File: src/design/kct_ram.sv
// Generic single-write, single-read RAM with registered read data.
module kct_ram #(
  parameter int unsigned WIDTH = 8,
  parameter int unsigned DEPTH = 4
) (
  input  logic                     clk_i,
  input  logic                     we_i,
  input  logic [$clog2(DEPTH)-1:0] waddr_i,
  input  logic [WIDTH-1:0]         wdata_i,
  input  logic [$clog2(DEPTH)-1:0] raddr_i,
  output logic [WIDTH-1:0]         rdata_o
);

  logic [WIDTH-1:0] mem [DEPTH];

  // Write port and registered read port.
  always_ff @(posedge clk_i) begin
    if (we_i) begin
      mem[waddr_i] <= wdata_i;
    end
    rdata_o <= mem[raddr_i];
  end

endmodule

File: config.mk
export PLATFORM = sky130hd
export DESIGN_NAME = kct_ram
export DESIGN_NICKNAME = d
export VERILOG_FILES = /design/src/design/kct_ram.sv
export SDC_FILE = /design/constraint.sdc
export NUM_CORES = 1
export LEC_CHECK = 0
export ABC_CLOCK_PERIOD_IN_PS = 2900
export BUFFER_PORTS_ARGS = -buffer_cell sky130_fd_sc_hd__buf_2
export CAP_MARGIN = 20
export CELL_PAD_IN_SITES_DETAIL_PLACEMENT = 1
export CELL_PAD_IN_SITES_GLOBAL_PLACEMENT = 2
export CORE_MARGIN = 4
export CORE_UTILIZATION = 40
export DETAILED_ROUTE_END_ITERATION = 16
export GPL_TIMING_DRIVEN = 0
export HOLD_SLACK_MARGIN = 0.12
export PLACE_DENSITY_LB_ADDON = 0.3
export SETUP_SLACK_MARGIN = 0.1
export SLEW_MARGIN = 20
export SYNTH_ARGS = -nofsm -noshare
export SYNTH_HDL_FRONTEND = slang
export SYNTH_SLANG_ARGS = --single-unit
File: constraint.sdc
create_clock -name clk_i -period 2.9 [get_ports clk_i]
set_input_delay 0.87 -clock clk_i [delete_from_list [all_inputs] [get_ports clk_i]]
set_output_delay 0.87 -clock clk_i [all_outputs]
set_load 0.01 [all_outputs]
# Word-level counts from Yosys, hierarchy flattened

Memory sizes are Yosys's and may differ from the RTL's. A register that Yosys moved wholly into a read port is not among the register bits.
Cells that the tools add are included.

Flip-flop bits (word level): 0
RAM bits: 32
Input port bits: 14
Output and inout bits: 8
Word-level logic and storage cells: 3
Memories: 1

Memory list:

| memory | words | width | rd ports | clocked after Yosys merged registers in | write ports | line | text |
|---|---|---|---|---|---|---|---|
| mem    | 4     | 8     | 1        | 1                                       | 1           | 14   | `logic [WIDTH-1:0] mem [DEPTH];` |

Multiplexer cells: 2

Operators by type and width:

| kind    | number |
|---|---|
| $mux W1 | 2 |

# Longest topological paths before layout

Gate-level depths: netlist of run 1.

Depth in word-level cells: 2
Depth in mapped cells: 2

# Worst setup path after synthesis of run 1

Ideal clock, no wire load.

Path kind: input port to flip-flop
Start: in waddr_i[0]
End: mem mem[0][0] (enable)
Data arrival time: 1.549 ns
Required time: 2.515 ns
Slack: 0.966 ns
Stages: 1
Cell sequence: nor3b_1

RTL lines:

| element         | line | text |
|---|---|---|
| start, declared | 8    | `input logic [$clog2(DEPTH)-1:0] waddr_i,` |
| end, declared   | 14   |  |

Straight into the memory's write port.

# Worst setup path after layout of run 1

Start: in waddr_i[0]
End: mem mem[0][1] (enable)

Straight into the memory's write port.

==> impl_metrics.py, run 1 <==
metrics = {
    "outcome": {
        "status": "finished clean",
    },
    "cts": {
        "cts_sinks": 40,
        "ctsLongestPathBuffers": 2,
        "postCtsHoldBufs": 0,
        "clkLatencyLatePin_ns": 0.33,
        "htreeDepth": 2,
        "post_cts_buffers": 0,
        "ctsResizeCount": 0,
        "clockRootBuffer": "clkbuf_4",
        "cts_tree": "built",
        "numCtsBuffers": 5,
        "path_clk_slew_ns": 0.11,
    },
    "synthesis": {
        "ys_seq_area_share_pct": 83.1,
        "synth.avg_cell_area_um2": 25.0,
        "synthDistinctLibCells": 8,
        "synth-seq-cells": 40,
        "ys.warnings.count": 0,
        "synth_fp_nets": 68,
        "syn_area_um2": 1350,
        "syn_inst": 54,
    },
    "worst_setup_path": {
        "cp_max_fo": 8,
        "startpoint": "waddr_i[0]",
        "cp.arrival_ns": 1.62,
        "end_kind": "flip-flop",
        "cp_num_buf_inv": 1,
        "cp-endpoint": "mem[0][1]$_DFFE_PP_",
        "crit_type": "input port to flip-flop",
        "crit_family": "simple AND/OR/NAND/NOR gates",
        "crit_chain": "buf_2 -> nor3b_2",
        "worstPathRequired_ns": 2.86,
        "rrSetupSlack_ns": 1.93,
        "max_stage_delay_ns": 0.63,
        "crit_path_start_kind": "input port",
        "cp_num_cells": 2,
        "r2r-end": "rdata_o[7]$_DFF_P_",
        "crit_slowest_cell": "nor3b_2",
        "reg2reg_from": "mem[2][7]$_DFFE_PP_",
        "r2r_cells": 1,
    },
    "place": {
        "gp_congestion": 0.605,
        "port_buffers": 19,
    },
    "sta": {
        "slew_violations": 0,
        "setup_violations": 0,
        "max_clock_freq_mhz": 604,
        "grt_setup_unrepaired": "no",
        "setup_tns_ns": 0,
        "slew_headroom_pct": 50.6,
        "period_share_pct": 57.1,
        "hold_viol_final": 0,
        "tightestPinTransition_ns": 0.738,
        "period_minus_slack_ns": 1.65,
        "fin_worst_skew_ns": 0.00845,
    },
    "cells_and_area": {
        "mostFrequentLayoutCell": "edfxtp_1",
        "nets": 94,
        "antennaDiodeCount": 0,
        "layout_common_cells": "32 x edfxtp_1, 19 x buf_2, 8 x mux4_2, 8 x dfxtp_1, 5 x clkbuf_4",
        "synthToLayoutAreaGrowth_pct": 16.3,
        "drive_gt1_share_pct": 46.3,
        "fill_cells": 301,
        "finish.utilization_pct": 50.2,
    },
    "power_and_ir_drop": {
        "finalPower_mw": 1.02,
        "seqPwrFrac_pct": 64.8,
        "clockPowerShare_pct": 28.9,
        "leakage_nw": 0.558,
        "powerDensity_nw_per_um2": 649,
        "p_int_mw": 0.823,
        "p_sw_mw": 0.196,
        "p_comb_share_pct": 6.3,
        "peakVddDrop_mv": 0.313,
        "p_sw_share_pct": 19.2,
    },
    "drt": {
        "firstDrtPassIters": 4,
        "num_vias": 606,
        "routed_wl_mm": 1.96,
        "viasPerCell": 4.89,
        "drc": 0,
        "ant_nets": 0,
        "wl_per_cell_um": 15.8,
        "drtIter0Drc": 15,
    },
    "floorplan": {
        "die_w_um": 66.1,
        "die_area_um2": 4370,
        "io_pins": 22,
        "rows": 20,
        "fp.coreArea_um2": 3130,
        "die_y_um": 66.1,
        "start_util_pct": 43.1,
    },
    "grt": {
        "grt_max_degree": 12,
        "antenna_found_initial": 0,
        "grt_overflow_total": 0,
        "gr-usage-met3_pct": 6.12,
        "grt-busiest-layer": "met2",
        "gr-usage-met2_pct": 17.6,
        "gr-usage-met1_pct": 11.5,
        "first_global_vias": 662,
        "grtUsageTotal_pct": 10.7,
        "grt_pass1_wl_mm": 3.21,
    },
    "hold_path": {
        "min_path_type": "flip-flop to flip-flop",
    },
    "run": {
        "cap_violations": 0,
    },
}
[cells in the mapped netlist, drive strengths merged]
cell type | number | area, um^2
clkbuf | 1 | 5.00
dfxtp | 8 | 160
edfxtp | 32 | 961
nor3b | 1 | 7.51
and3b | 2 | 17.5
mux4 | 8 | 180
buf | 1 | 11.3
and3 | 1 | 6.26
[routing by layer]
metal | part of all wire [%] | vias to the layer above
met5 | 0 | -
met4 | 1.5 | 0
met3 | 6.7 | 5
met2 | 50 | 19
met1 | 42 | 307
li1 | - | 275
[sequential cells by signal, summed over array words and instances (netlist names)]
register  cells
rdata_o       8
mem          32
[power by group through the flow]
| stage | sequential, mW | clock (mW) | combinational, mW |
|---|---|---|---|
| 2_1_floorplan | 0.678 | 0 | 0.0296 |
| 3_3_place_gp | 0.672 | 0 | 0.0642 |
| 3_5_place_dp | 0.674 | 0 | 0.0666 |
| 4_1_cts | 0.661 | 0.305 | 0.0666 |
| 5_1_grt | 0.663 | 0.336 | 0.0703 |
| 6_report | 0.660 | 0.295 | 0.0643 |
[how the worst min path moves through the flow]
| stage | from | endpoint | slack [ns] | cells after the start |
|---|---|---|---|---|
| after global placement | mem[2][6]$_DFFE_PP_ | rdata_o[6]$_DFF_P_ | 0.53 | 1 |
| after detailed placement | mem[3][2]$_DFFE_PP_ | rdata_o[2]$_DFF_P_ | 0.54 | 1 |
| after floorplan | mem[2][0]$_DFFE_PP_ | rdata_o[0]$_DFF_P_ | 0.53 | 1 |
| after CTS | mem[3][2]$_DFFE_PP_ | rdata_o[2]$_DFF_P_ | 0.56 | 1 |
| after global routing | mem[3][2]$_DFFE_PP_ | rdata_o[2]$_DFF_P_ | 0.58 | 1 |
| final | mem[3][2]$_DFFE_PP_ | rdata_o[2]$_DFF_P_ | 0.55 | 1 |
[cells by family (layout without fill, tap and decap cells)]
logic type | after synthesis | count (layout) | synth area share [%]
buffers and inverters | 2 | 28 | 1.21
DFF | 40 | 40 | 83.1
and+or+nand+nor | 4 | 4 | 2.32
muxes | 8 | 8 | 13.4
[cell type report]
type	count	area [um^2]	area share, %
Clock buffer	7	65.1	4.15
Multi-Input combinational cell	12	216	13.8
Timing Repair Buffer	19	95.1	6.06
Tap cell	44	55.1	3.51
Buffer	2	16.3	1.04
Sequential cell	40	1120	71.5
[through the flow]
step | worst slack [ns] | hold WS [ns] | instances | area (um^2)
floorplan | 0.966 | 0.532 | 54 | 1350
global placement | 0.346 | 0.534 | 117 | 1500
detailed placement | 0.854 | 0.542 | 117 | 1500
CTS | 1.21 | 0.558 | 124 | 1570
global route | 1.20 | 0.577 | 124 | 1570
finish | 1.25 | 0.552 | 124 | 1570
(Power assumes the default switching activity.)
==> inputs of run 2 (changes only) <==
ABC_CLOCK_PERIOD_IN_PS = 1500   (was 2900)
CORE_UTILIZATION = 37   (was 40)
clock period = 1.5 ns   (was 2.9 ns; I/O delays follow)
==> run 2 against run 1 <==
Wire length increased by 6.5%. Clock power increased by 73%. First-iteration DRC count increased by 130%. Critical path type is now flip-flop to output port. Largest cell class unchanged. Highest routed layer unchanged.
==> impl_metrics.py, run 2 (synthesized netlist as in run 1, its figures left out) <==
metrics = {
    "sta": {
        "period_minus_slack_ns": 1.25,
        "max_clock_freq_mhz": 800,
        "setup_tns_ns": 0,
        "setup_violations": 0,
        "setup_ws_ns": 0.251,
        "slew_violations": 0,
        "period_share_pct": 83.3,
        "tightestPinTransition_ns": 0.713,
        "hold_viol_final": 0,
        "slew_headroom_pct": 52.2,
        "fin_worst_skew_ns": 0.00822,
        "grt_setup_unrepaired": "no",
    },
    "floorplan": {
        "die_area_um2": 4680,
        "start_util_pct": 39.5,
        "io_pins": 22,
        "rows": 21,
        "die_w_um": 68.4,
        "fp.coreArea_um2": 3420,
        "die_y_um": 68.4,
    },
    "cells_and_area": {
        "regMostFlops": "mem",
        "antennaDiodeCount": 0,
        "mostFrequentLayoutCell": "edfxtp_1",
        "regArea_um2": 1120,
        "largest_reg_flops": 32,
        "synthToLayoutAreaGrowth_pct": 15.4,
        "nets": 94,
        "fill_cells": 328,
        "multiInputGateArea_um2": 216,
        "top_regs": "mem x32, rdata_o x8",
        "layout_common_cells": "32 x edfxtp_1, 19 x buf_2, 8 x mux4_2, 8 x dfxtp_1, 5 x clkbuf_4",
        "layout.cells.non_filler": 127,
        "stdcell_area_um2": 1560,
        "drive_gt1_share_pct": 44.4,
    },
    "drt": {
        "routed_wl_mm": 2.09,
        "ant_nets": 0,
        "drtIter0Drc": 35,
        "viasPerCell": 4.70,
        "num_vias": 597,
        "drc": 0,
        "wl_per_cell_um": 16.5,
        "firstDrtPassIters": 4,
    },
    "power_and_ir_drop": {
        "powerDensity_nw_per_um2": 1230,
        "p_sw_share_pct": 21.1,
        "seqPwrFrac_pct": 66.8,
        "p_int_mw": 1.51,
        "finalPower_mw": 1.91,
        "leakage_nw": 0.549,
        "clockPowerShare_pct": 26.7,
        "peakVddDrop_mv": 0.656,
        "p_comb_share_pct": 6.6,
        "p_sw_mw": 0.403,
    },
    "grt": {
        "grt_max_degree": 13,
        "antenna_found_initial": 0,
        "grtUsageTotal_pct": 11.1,
        "grt_overflow_total": 0,
        "grt_pass1_wl_mm": 3.32,
        "first_global_vias": 624,
    },
    "hold_path": {
        "min_path_type": "input port to flip-flop",
    },
    "worst_setup_path": {
        "crit_slowest_cell": "dfxtp_1",
        "max_stage_delay_ns": 0.34,
        "crit_chain": "buf_2",
        "crit_type": "flip-flop to output port",
        "cp_num_buf_inv": 1,
        "cp_max_fo": 1,
        "crit_family": "flip-flops",
        "cp.arrival_ns": 0.80,
        "worstPathRequired_ns": 1.05,
        "crit_path_start_kind": "flip-flop",
        "end_kind": "output port",
    },
    "cts": {
        "htreeDepth": 2,
        "clockRootBuffer": "clkbuf_4",
        "postCtsHoldBufs": 0,
        "numCtsBuffers": 5,
        "path_clk_slew_ns": 0.11,
        "post_cts_buffers": 0,
        "ctsResizeCount": 0,
        "cts_tree": "built",
        "cts_sinks": 40,
        "ctsLongestPathBuffers": 2,
        "clkLatencyLatePin_ns": 0.33,
    },
    "run": {
        "cap_violations": 0,
    },
    "outcome": {
        "status": "finished clean",
    },
    "place": {
        "placed_area_um2": 1510,
        "gp_congestion": 0.596,
        "place_ws_ns": -0.123,
        "port_buffers": 19,
        "placedCellCount": 119,
    },
}
==> run 2: worst paths after layout <==
path,from,to,slack (ns),cells past startpoint
setup / recovery,rdata_o[6]$_DFF_P_,rdata_o[6],0.25,1
hold / removal,wdata_i[6],mem[0][6]$_DFFE_PP_,0.32,1
setup reg to reg,mem[3][6]$_DFFE_PP_,rdata_o[6]$_DFF_P_,0.52,1
hold reg to reg,mem[0][4]$_DFFE_PP_,rdata_o[4]$_DFF_P_,0.56,1
==> run 2: power by group through the flow <==
stage | clock (mW) | sequential [mW] | combinational, mW
floorplan | 0 | 1.31 | 0.0577
global placement | 0 | 1.30 | 0.127
detailed placement | 0 | 1.30 | 0.131
CTS | 0.524 | 1.28 | 0.130
global route | 0.589 | 1.28 | 0.140
finish | 0.510 | 1.28 | 0.125
==> run 2: cell type report <==
class                      instances  area share [%]
clock inverter                     1           0.322
sequential                        40            72.0
timing repair buffer              19            6.11
multi-input combinational         12            13.9
clock buffer                       7            2.89
buffer                             2            1.05
tap                               46            3.70
==> run 2: metal layers <==
metal | vias to the layer above | track usage [%] | wire length (um)
met5 | - | 0 | 0
met4 | 0 | 5.96 | 50
met3 | 5 | 5.58 | 159
met2 | 20 | 15.4 | 1000
met1 | 299 | 14.0 | 877
li1 | 273 | - | -
==> run 2: per-stage QoR <==
stage	utilization [%]	hold slack, ns
6_report	45.6	0.321
5_1_grt	45.6	0.288
4_1_cts	45.6	0.307
3_5_place_dp	44.1	0.543
3_3_place_gp	44.1	0.536
2_1_floorplan	-	0.532
==> inputs of run 3 (changes only) <==
ABC_AREA = 1   (was default)
ABC_CLOCK_PERIOD_IN_PS = 1100   (was 1500)
CORE_UTILIZATION = 32   (was 37)
clock period = 1.1 ns   (was 1.5 ns; I/O delays follow)
==> run 3 against run 2 <==
Design area up 26%. Clock-buffer cell count rose by 1. Wire length up 53%. Clock skew shrank 0.0035 ns. Critical path type unchanged. Sequential share of layout area shrank 15 points. Final cell count grew 80%. Critical path depth unchanged. Clock power increased by 100%. Combinational power is 130% higher. Critical endpoint is now rdata_o[3]. Flip-flop and latch count unchanged.
==> impl_metrics.py, run 3 <==
metrics = {
    "worst_setup_path": {
        "rrSetupSlack_ns": 0.37,
        "r2r-end": "rdata_o[5]$_DFF_P_",
        "crit_type": "flip-flop to output port",
        "worstPathRequired_ns": 0.77,
        "crit_family": "flip-flops",
        "max_stage_delay_ns": 0.31,
        "crit_chain": "buf_2",
        "end_kind": "output port",
        "r2r_cells": 4,
        "cp_max_fo": 1,
        "cp.arrival_ns": 0.71,
        "reg2reg_from": "mem[1][5]$_DFFE_PP_",
        "crit_path_start_kind": "flip-flop",
        "cp_num_buf_inv": 1,
        "crit_slowest_cell": "dfxtp_2",
    },
    "sta": {
        "period_minus_slack_ns": 1.04,
        "slew_violations": 0,
        "slew_headroom_pct": 77.3,
        "grt_setup_unrepaired": "yes",
        "setup_ws_ns": 0.0564,
        "fin_worst_skew_ns": 0.00471,
        "max_clock_freq_mhz": 958,
        "tightestPinTransition_ns": 0.340,
        "setup_tns_ns": 0,
        "setup_violations": 0,
        "period_share_pct": 94.9,
        "hold_viol_final": 0,
    },
    "grt": {
        "grt_max_degree": 13,
        "grt_overflow_total": 0,
        "grtUsageTotal_pct": 11.6,
        "antenna_found_initial": 0,
        "first_global_vias": 1191,
        "grt_pass1_wl_mm": 5.23,
    },
    "synthesis": {
        "ys.flop_type": "edfxtp_1",
        "syn_inst": 141,
        "synthDistinctLibCells": 10,
        "synth_edf_count": 32,
        "yosysMostFrequentCell": "nand2_1",
        "synth-seq-cells": 40,
        "yosys-top-cells-area": "edfxtp_1 62%, dfxtp_1 10%, nand2_1 9.7%",
        "synthArstFlopShare_pct": 0,
        "yosys-top-cells-count": "40 x nand2_1, 36 x inv_1, 32 x edfxtp_1, 16 x nand3_1, 8 x dfxtp_1",
        "ys_seq_area_share_pct": 72.4,
        "ys.warnings.count": 0,
        "synth_fp_nets": 155,
        "netlist.area_leader.share_pct": 62.1,
        "synth_top_area_cell": "edfxtp_1",
        "syn_area_um2": 1550,
        "synth.avg_cell_area_um2": 11.0,
    },
    "power_and_ir_drop": {
        "p_sw_mw": 0.656,
        "leakage_nw": 0.905,
        "powerDensity_nw_per_um2": 1570,
        "clockPowerShare_pct": 33.9,
        "p_comb_share_pct": 9.2,
        "p_sw_share_pct": 21.3,
        "p_int_mw": 2.42,
        "peakVddDrop_mv": 0.485,
        "seqPwrFrac_pct": 56.9,
    },
    "drt": {
        "drc": 0,
        "ant_nets": 0,
        "wl_per_cell_um": 14.0,
        "drtIter0Drc": 29,
        "viasPerCell": 4.47,
        "routed_wl_mm": 3.19,
        "num_vias": 1020,
        "firstDrtPassIters": 4,
    },
    "cells_and_area": {
        "antennaDiodeCount": 0,
        "layout_common_cells": "40 x nand2_1, 35 x inv_1, 32 x edfxtp_1, 17 x buf_2, 16 x nand3_1",
        "regMostFlops": "mem",
        "synthToLayoutAreaGrowth_pct": 26.8,
        "stdcell_area_um2": 1960,
        "mostFrequentLayoutCell": "nand2_1",
        "largest_reg_flops": 32,
        "nets": 187,
        "top_regs": "mem x32, rdata_o x8",
        "fill_cells": 512,
        "finish.utilization_pct": 41.8,
        "drive_gt1_share_pct": 26.4,
    },
    "cts": {
        "postCtsHoldBufs": 0,
        "ctsLongestPathBuffers": 2,
        "htreeDepth": 2,
        "path_clk_slew_ns": 0.08,
        "cts_tree": "built",
        "clockRootBuffer": "clkbuf_8",
        "clkLatencyLatePin_ns": 0.29,
        "numCtsBuffers": 5,
        "cts_sinks": 40,
    },
    "outcome": {
        "status": "finished clean",
    },
    "run": {
        "cap_violations": 0,
    },
    "place": {
        "place_ws_ns": -0.369,
        "dp_hpwl_mm": 2.15,
        "gp_congestion": 0.695,
        "placed_area_um2": 1760,
        "port_buffers": 19,
    },
    "hold_path": {
        "min_from": "wdata_i[6]",
        "whs_endpoint": "mem[3][6]$_DFFE_PP_",
        "min_path_type": "input port to flip-flop",
        "whs_path_depth": 1,
    },
    "floorplan": {
        "fp.coreArea_um2": 4690,
        "start_util_pct": 33.0,
        "die_area_um2": 6010,
        "rows": 25,
        "io_pins": 22,
        "die_w_um": 77.5,
        "die_y_um": 77.5,
    },
}
run 3: cell types whose count changed in the layout (fill, tap and decap cells not counted), moves of 5 or more:
cell	before	now
inv_1	0	35
nand3_1	0	16
mux4_2	8	0
clkbuf_4	5	0
nand2_1	0	40
clkbuf_8	0	7
run 3: metrics by stage:
stage / total power [mW] / instances / hold slack (ns)
6_report: 3.07 / 228 / 0.265
5_1_grt: 3.20 / 228 / 0.245
4_1_cts: 3.09 / 228 / 0.247
3_5_place_dp: 2.03 / 214 / 0.534
3_3_place_gp: 2.01 / 214 / 0.524
2_1_floorplan: 1.92 / 141 / 0.429
run 3: how the worst max path moves through the flow:
stage / start / end / cells past startpoint
finish: rdata_o[3]$_DFF_P_ / rdata_o[3] / 1
global route: rdata_o[6]$_DFF_P_ / rdata_o[6] / 1
CTS: rdata_o[0]$_DFF_P_ / rdata_o[0] / 1
detailed placement: waddr_i[1] / mem[2][2]$_DFFE_PP_ / 3
global placement: waddr_i[0] / mem[3][2]$_DFFE_PP_ / 3
floorplan: we_i / mem[3][0]$_DFFE_PP_ / 2
run 3: routing by layer:
metal	track usage [%]	routed length (um)	part of all wire, %
met5	0	0	0
met1	11.2	1270	40
met4	7.12	49	1.5
met3	3.83	145	4.5
met2	21.2	1730	54
run 3: kinds of logic after synthesis:
kind of cell	Yosys count	share of synthesized area, %
and+or+nand+nor	60	16.2
buffers and inverters	41	11.4
DFF	40	72.4
run 3: repair_timing:
action | 4_1_cts | 5_1_grt
resized for setup | 0 | 8
setup endpoints to repair | 40 | 20
pin swaps | 4 | 1
buffers inserted | 6 | 0
run 3: layout make-up:
cell class              count  area, um^2  share of cell area [%]
plain buffers               4        35.0                    1.79
clock buffers               8         100                    5.10
inverters                  37         141                    7.21
multi-input cells          60         295                    15.1
flip-flops and latches     40        1130                    57.4
well taps                  54        67.6                    3.44
repair buffers             25         196                    10.0
run 3: power by group through the flow:
stage / Sequential (mW) / Clock [mW] / Combinational [mW]
2_1_floorplan: 1.79 / 0 / 0.129
3_3_place_gp: 1.77 / 0 / 0.238
3_5_place_dp: 1.78 / 0 / 0.250
4_1_cts: 1.74 / 1.07 / 0.276
5_1_grt: 1.76 / 1.13 / 0.316
6_report: 1.75 / 1.04 / 0.283
